$ cat src/hdl/dpbt_pkg.sv
// Package: sizes, operation codes, controller/datapath bundles and bit helpers.
`timescale 1ns / 1ps
package dpbt_pkg;

    localparam int WORD_BITS     = 32;
    localparam int WORD_IDX_BITS = $clog2(WORD_BITS);
    localparam int MAX_PAGES     = 65536;
    localparam int PAGE_BITS     = $clog2(MAX_PAGES);
    localparam int EXT_BITS      = PAGE_BITS + 1;
    localparam int NUM_WORDS     = MAX_PAGES / WORD_BITS;
    localparam int WADDR_BITS    = $clog2(NUM_WORDS);

    localparam int FUNC_BITS   = 2;
    localparam int OFFSET_BITS = 32;
    localparam int BCOUNT_BITS = 21;
    localparam int SHIFT_BITS  = 5;
    localparam int SHIFT_MIN   = 9;
    localparam int SHIFT_MAX   = 16;
    localparam int SHIFT_RESET = 12;

    localparam logic [FUNC_BITS-1:0] FUNC_MARK  = 2'd0;
    localparam logic [FUNC_BITS-1:0] FUNC_FIND  = 2'd1;
    localparam logic [FUNC_BITS-1:0] FUNC_CLEAR = 2'd2;

    typedef logic [WORD_BITS-1:0] word_t;

    typedef struct packed {
        logic load;       // capture the accepted item
        logic decode;     // work out page and word bounds
        logic issue;      // read bitmap word at the word counter
        logic clr_write;  // write a zero word at the word counter
        logic emit;       // move the finished result to the output register
    } cmd_t;

    typedef struct packed {
        logic [FUNC_BITS-1:0] func;
        logic                 mark_skip;
        logic                 find_empty;
        logic                 clear_empty;
        logic                 issue_last;
        logic                 hit;
        logic                 pipe_idle;
        logic                 out_free;
    } stat_t;

    // Bits lo..hi of a word set, all others clear.
    function automatic word_t word_mask(input logic [WORD_IDX_BITS-1:0] lo,
                                        input logic [WORD_IDX_BITS-1:0] hi);
        word_t ones;
        ones = '1;
        return (ones << lo) & (ones >> (WORD_IDX_BITS'(WORD_BITS - 1) - hi));
    endfunction

    // Adder tree over the bits of a word.
    function automatic logic [WORD_IDX_BITS:0] popcount(input word_t w);
        logic [WORD_IDX_BITS:0] s [WORD_BITS];
        for (int i = 0; i < WORD_BITS; i++) begin
            s[i] = (WORD_IDX_BITS + 1)'(w[i]);
        end
        for (int lvl = 0; lvl < WORD_IDX_BITS; lvl++) begin
            for (int i = 0; i < (WORD_BITS >> (lvl + 1)); i++) begin
                s[i] = s[2 * i] + s[2 * i + 1];
            end
        end
        return s[0];
    endfunction

    // Position of the lowest set bit; zero when the word is zero.
    function automatic logic [WORD_IDX_BITS-1:0] low_index(input word_t w);
        word_t                    low;
        logic [WORD_IDX_BITS-1:0] idx;
        low = w & (~w + word_t'(1));
        idx = '0;
        for (int i = 0; i < WORD_BITS; i++) begin
            for (int k = 0; k < WORD_IDX_BITS; k++) begin
                if (((i >> k) & 1) == 1) begin
                    idx[k] = idx[k] | low[i];
                end
            end
        end
        return idx;
    endfunction

endpackage

$ cat src/hdl/dpbt_ctrl.sv
// Controller state machine: sequences decode, word walks, drains and result hand-off.
`timescale 1ns / 1ps
module dpbt_ctrl
    import dpbt_pkg::*;
(
    input  logic  clk,
    input  logic  rst_n,
    input  logic  req_valid,
    output logic  ready,
    input  stat_t stat,
    output cmd_t  cmd
);

    localparam logic [2:0] S_INIT   = 3'd0;
    localparam logic [2:0] S_IDLE   = 3'd1;
    localparam logic [2:0] S_DECODE = 3'd2;
    localparam logic [2:0] S_MARK   = 3'd3;
    localparam logic [2:0] S_FIND   = 3'd4;
    localparam logic [2:0] S_CLEAR  = 3'd5;
    localparam logic [2:0] S_DRAIN  = 3'd6;
    localparam logic [2:0] S_FINISH = 3'd7;

    logic [2:0] state_reg;
    logic [2:0] state_next;

    assign ready = (state_reg == S_IDLE);

    always_comb
    begin
        state_next = state_reg;
        cmd        = '0;
        unique case (state_reg)
            S_INIT:
            begin
                cmd.clr_write = 1'b1;
                if (stat.issue_last)
                begin
                    state_next = S_IDLE;
                end
            end
            S_IDLE:
            begin
                if (req_valid)
                begin
                    cmd.load   = 1'b1;
                    state_next = S_DECODE;
                end
            end
            S_DECODE:
            begin
                cmd.decode = 1'b1;
                unique case (stat.func)
                    FUNC_MARK:  state_next = stat.mark_skip   ? S_FINISH : S_MARK;
                    FUNC_FIND:  state_next = stat.find_empty  ? S_FINISH : S_FIND;
                    FUNC_CLEAR: state_next = stat.clear_empty ? S_FINISH : S_CLEAR;
                    default:    state_next = S_FINISH;
                endcase
            end
            S_MARK:
            begin
                cmd.issue = 1'b1;
                if (stat.issue_last)
                begin
                    state_next = S_DRAIN;
                end
            end
            S_FIND:
            begin
                // A hit ends the walk; the datapath latches the page in the same cycle.
                if (stat.hit)
                begin
                    state_next = S_FINISH;
                end
                else
                begin
                    cmd.issue = 1'b1;
                    if (stat.issue_last)
                    begin
                        state_next = S_DRAIN;
                    end
                end
            end
            S_CLEAR:
            begin
                cmd.clr_write = 1'b1;
                if (stat.issue_last)
                begin
                    state_next = S_FINISH;
                end
            end
            S_DRAIN:
            begin
                if (stat.pipe_idle)
                begin
                    state_next = S_FINISH;
                end
            end
            S_FINISH:
            begin
                if (stat.out_free)
                begin
                    cmd.emit   = 1'b1;
                    state_next = S_IDLE;
                end
            end
            default:
            begin
                state_next = S_IDLE;
            end
        endcase
    end

    always_ff @(posedge clk or negedge rst_n)
    begin
        if (!rst_n)
        begin
            state_reg <= S_INIT;
        end
        else
        begin
            state_reg <= state_next;
        end
    end

endmodule

$ cat config.mk
export PLATFORM = sky130hd
export DESIGN_NAME = dpbt_ctrl
export DESIGN_NICKNAME = d
export VERILOG_FILES = /design/src/hdl/dpbt_pkg.sv /design/src/hdl/dpbt_ctrl.sv
export SDC_FILE = /design/constraint.sdc
export NUM_CORES = 1
export LEC_CHECK = 0
export CORE_AREA = 2 2 39 41
export CTS_CLUSTER_SIZE = 16
export DETAILED_ROUTE_END_ITERATION = 10
export DIE_AREA = 0 0 41 43
export DONT_BUFFER_PORTS = 1
export PLACE_DENSITY = 0.54
export SETUP_SLACK_MARGIN = 0.3
export SYNTH_ARGS = -nofsm -noshare
export SYNTH_HDL_FRONTEND = slang
export SYNTH_SLANG_ARGS = --single-unit
$ cat constraint.sdc
create_clock -name clk -period 1.29 [get_ports clk]
set_input_delay 0.258 -clock clk [delete_from_list [all_inputs] [get_ports clk]]
set_output_delay 0.258 -clock clk [all_outputs]
set_load 0.01 [all_outputs]
# [Yosys cells after proc, flatten, opt, wreduce, memory -nomap -nowiden]
# Index checks and enable logic that the tools add are counted.
[classes] eq_ne=14 n_reduce_logical=4 mux=20
[op_table] op="$mux 3" n=8
[op_table] op="$pmux 3 s8" n=1
[op_table] op="$eq 3x3->1 const B" n=4
[op_table] op="$ne 2x2->1 const B" n=5
[op_table] op="$pmux 3 s3" n=1
[op_table] op="$mux 1" n=7
[op_table] op="$eq 3x2->1 const B" n=2
[op_table] op="$reduce_and 5->1" n=1
[op_table] op="$mux 2" n=2
[op_table] op="$eq 3x1->1 const B" n=1
[op_table] op="$logic_not 3->1" n=1
[op_table] op="$eq 2x1->1 const B" n=1
[op_table] op="$eq 2x2->1 const B" n=1
[op_table] op="$logic_not 2->1" n=1
[op_table] op="$pmux 1 s2" n=1
[op_table] op="$reduce_or 2->1" n=1
[word_totals] word_cells=39 output_inout_bits=6 input_bits=12 ff_bits=3

# [Longest topological paths before layout]
[depth] depth_word=3 mapped_depth=6 depth_no_buf=6

# [Least setup slack after synthesis]
# OpenSTA, ideal clock, no wires.
[synth_timing] path_kind="reg-to-output" from="reg state_reg[1]" to="out cmd[4] (netlist bit)" arrival_ps=1133 stages_incl_launch_ff=4 setup_slack_ps=-101 required_ps=1032 n_path_buf=1 path_cell_list="dfrtp_1 > buf_2 > nor3_1 > and2_1"
[synth_lines] element="start: declaration" line_no="dpbt_ctrl.sv:23" text="logic [2:0] state_reg;"
[synth_lines] element="start signal: assignment" line_no="dpbt_ctrl.sv:121" text="state_reg <= state_next;"
[synth_lines] element="end: declaration" line_no="dpbt_ctrl.sv:11" text="output cmd_t cmd"

==> results.md <==
* RSZ-0062 raised after global routing: true
* Failing checks: negative setup slack
* Initial Util at 27.9%
* CP max stage cell: dfrtp_1
* Gate Count Post-Synth at 51
* Placeable Area at 1380 µm²
* WP data required at 1.03 ns
* Synth warn at 0
* First-pass GRT wire length at 1660 µm
* Reg-to-Reg End: state_reg[0]
* GRT Max-Usage Layer: met2
* CTS tree: done
* Met2 Use GR at 21.9%
* Simple-gate area share of the yosys netlist at 26.9%
* Vias in the first global route at 418
* Clk Latency, worst-skew pair at 0.24 ns
* Port bufs at 0
* Fin nets at 80
* Fill cell count at 151
* Syn_nets at 67
* CTS Buf Count at 3
* Mean Syn Cell Area at 7.58 µm²
* Post-Synth XOR/XNOR Area at 2.27%
* Multiplexer area fraction after synthesis at 2.59%
* Root buffer cell: clkbuf_4
* CTS Sinks at 3
* Final setup viols at 9
* Area growth syn-to-layout at 46.9%
* Top delay family on crit path: simple AND/OR/NAND/NOR gates
* R2R cell count at 5
* Die X-Extent at 41 µm
* Worst setup EP type: output pin
* Slew HR at 70.4%
* Layout cells sized above 1 at 42.9%
* Post-Route Setup TNS at -1.01 ns
* Tightest Hold Check Type: primary input to asynchronous set/reset pin
* Cell Rows at 14
* Met3 Usage GRT at 3.66%
* Number of routed nets with antenna violations at 0
* Largest family of logic cells by synthesized area: simple AND/OR/NAND/NOR gates
* Antenna violations before repair at 0
* Remaining global-route overflow at 0
* Type of origin of the critical path: flop
* Aggregate global-route resource usage at 14.4%
* Slew at the pin closest to its max-slew limit at 0.444 ns
* Clock skew at 0.00209 ns
* Final period util at 120%
* F_max at 0.645 GHz
* CTS clk-pin slew, worst paths at 0.04 ns
* CTS H-tree depth at 1
* # diodes at 0
* Pwr Density at 2280 nW/µm²
* CP cell instances: or2_1, or3_4, o21ai_2
* Netlist cell types at 30
* Largest register FFs at 3
* Share of async-settable or async-resettable flops after synthesis at 100%
* DR vias/cell at 5.47
* Final hold violations at 0
* Slowest cell delay on critical path at 0.38 ns
* Max cap viols at 0
* Global-route track usage on met1 at 16.6%
* Die area at 1760 µm²
* Worst reg2reg startpoint: state_reg[1]
* Drt pass-1 iters at 4
* FF+latch count, synth at 3
* Fin util at 41.0%
* Hold Slack at 0.279 ns
* R2r setup slk at -0.15 ns
* Crit path kind: flop to output pin
* Wirelength per Cell at 14.0 µm
* Sequential-to-total area share from yosys stat at 19.4%
* DRC errors left at 0
* Vias at 432
* DRT iter0 DRCs at 6
* Detailed Route WL at 1110 µm
* Die H at 43 µm
* Detailed placement HPWL at 816 µm
* Worst VDD drop at 0.000549 V
* Post-Synth Adder-Cell Area at 12.9%
* Critical Path Stages at 3
* IO Count at 18
* Final GP Congestion at 0.728
* Worst EP arrival at 1.29 ns
* Final worst setup slack at -0.261 ns
* Power, Total at 0.00130 W
* Critical Path Source: state_reg[1]
* Compound-Gate Fraction of Synth Area at 26.5%
* Final Cell Area at 568 µm²
* Status: complete, but fails checks
* Static leakage at 0.241 nW
* Post-Syn Area at 387 µm²
* Placement Cell Area at 482 µm²
* Top fanout value on the critical path at 2
* Final Max Tran Viols at 0
* Max clock buf depth at 2
* Buf/Inv on CP at 0
* Largest net degree at the start of global routing at 14
* Fin crit period at 1.55 ns
* Post-synth EDFFs at 0
* Top_reg_cell synth: dfrtp_1
## cell usage in the layout (no fill, tap or decap), drive strengths merged, types with 2 or more instances in the layout
master / n
ha: 4
nor3: 2
nand2: 3
nand3: 3
a31oi: 2
nor2: 4
inv: 4
clkbuf: 4
a21oi: 2
buf: 10
o21ai: 3
or3: 2
dfrtp: 3
## how the worst max path moves through the flow
stage	slack [ns]	to
after floorplan	-0.03	state_reg[0]
after global placement	-0.05	state_reg[0]
after detailed placement	-0.09	state_reg[0]
after CTS	-0.25	cmd[2]
after global routing	-0.29	cmd[2]
final	-0.26	cmd[2]
## synthesized netlist by cell type, types with 2 or more instances
cell type	number	area (µm²)
a21oi_1	2	10.0
a31oi_1	2	12.5
inv_1	4	15.0
o21ai_0	2	10.0
buf_2	2	10.0
ha_1	4	50.1
nand3_1	3	15.0
dfrtp_1	3	75.1
nand2_1	3	11.3
nor3_1	2	10.0
nor2_1	4	15.0
or3_1	2	12.5
## power by group
part           total [W]  internal, W  leakage (nW)  switching [W]
logic           0.000940     0.000427         0.193       0.000513
registers       0.000190     0.000145        0.0330      0.0000452
clock network   0.000166     0.000116        0.0150      0.0000503
total            0.00130     0.000688         0.241       0.000609
## per-layer routing
layer,routed length [µm],vias to the layer above
li1,-,214
met1,443,192
met2,558,24
met3,86,2
met4,19,0
met5,0,-
## cell families (layout without fill, tap and decap cells)
family          count (synthesis)  in the layout
compound gates                 15             15
xor+xnor                        1              1
fa+ha+maj                       4              4
buf+inv                         7             19
flops                           3              3
mux                             1              1
simple gates                   20             20
## per-stage QoR
stage / setup slack, ns / std cells
final: -0.261 / 79
after CTS: -0.251 / 79
after global routing: -0.290 / 79
after detailed placement: -0.0912 / 73
after global placement: -0.0515 / 73
after floorplan: -0.0256 / 51
## cell type report
type | count | area (µm²) | area share [%]
Multi-Input combinational cell | 41 | 340 | 59.9
Timing Repair Buffer | 11 | 88.8 | 15.6
Sequential cell | 3 | 75.1 | 13.2
Clock buffer | 4 | 26.3 | 4.63
Tap cell | 16 | 20.0 | 3.52
Inverter | 4 | 17.5 | 3.08
## timing repair
item                                   in CTS  in global routing
setup endpoints to repair                   9                  9
hold buffers                                1                  0
endpoints found under the hold margin       3                  0
setup buffers                               1                  0
pin swaps                                   1                  2
gates resized for setup                    10                  1
No activity file was read; power rests on OpenSTA's default activity.
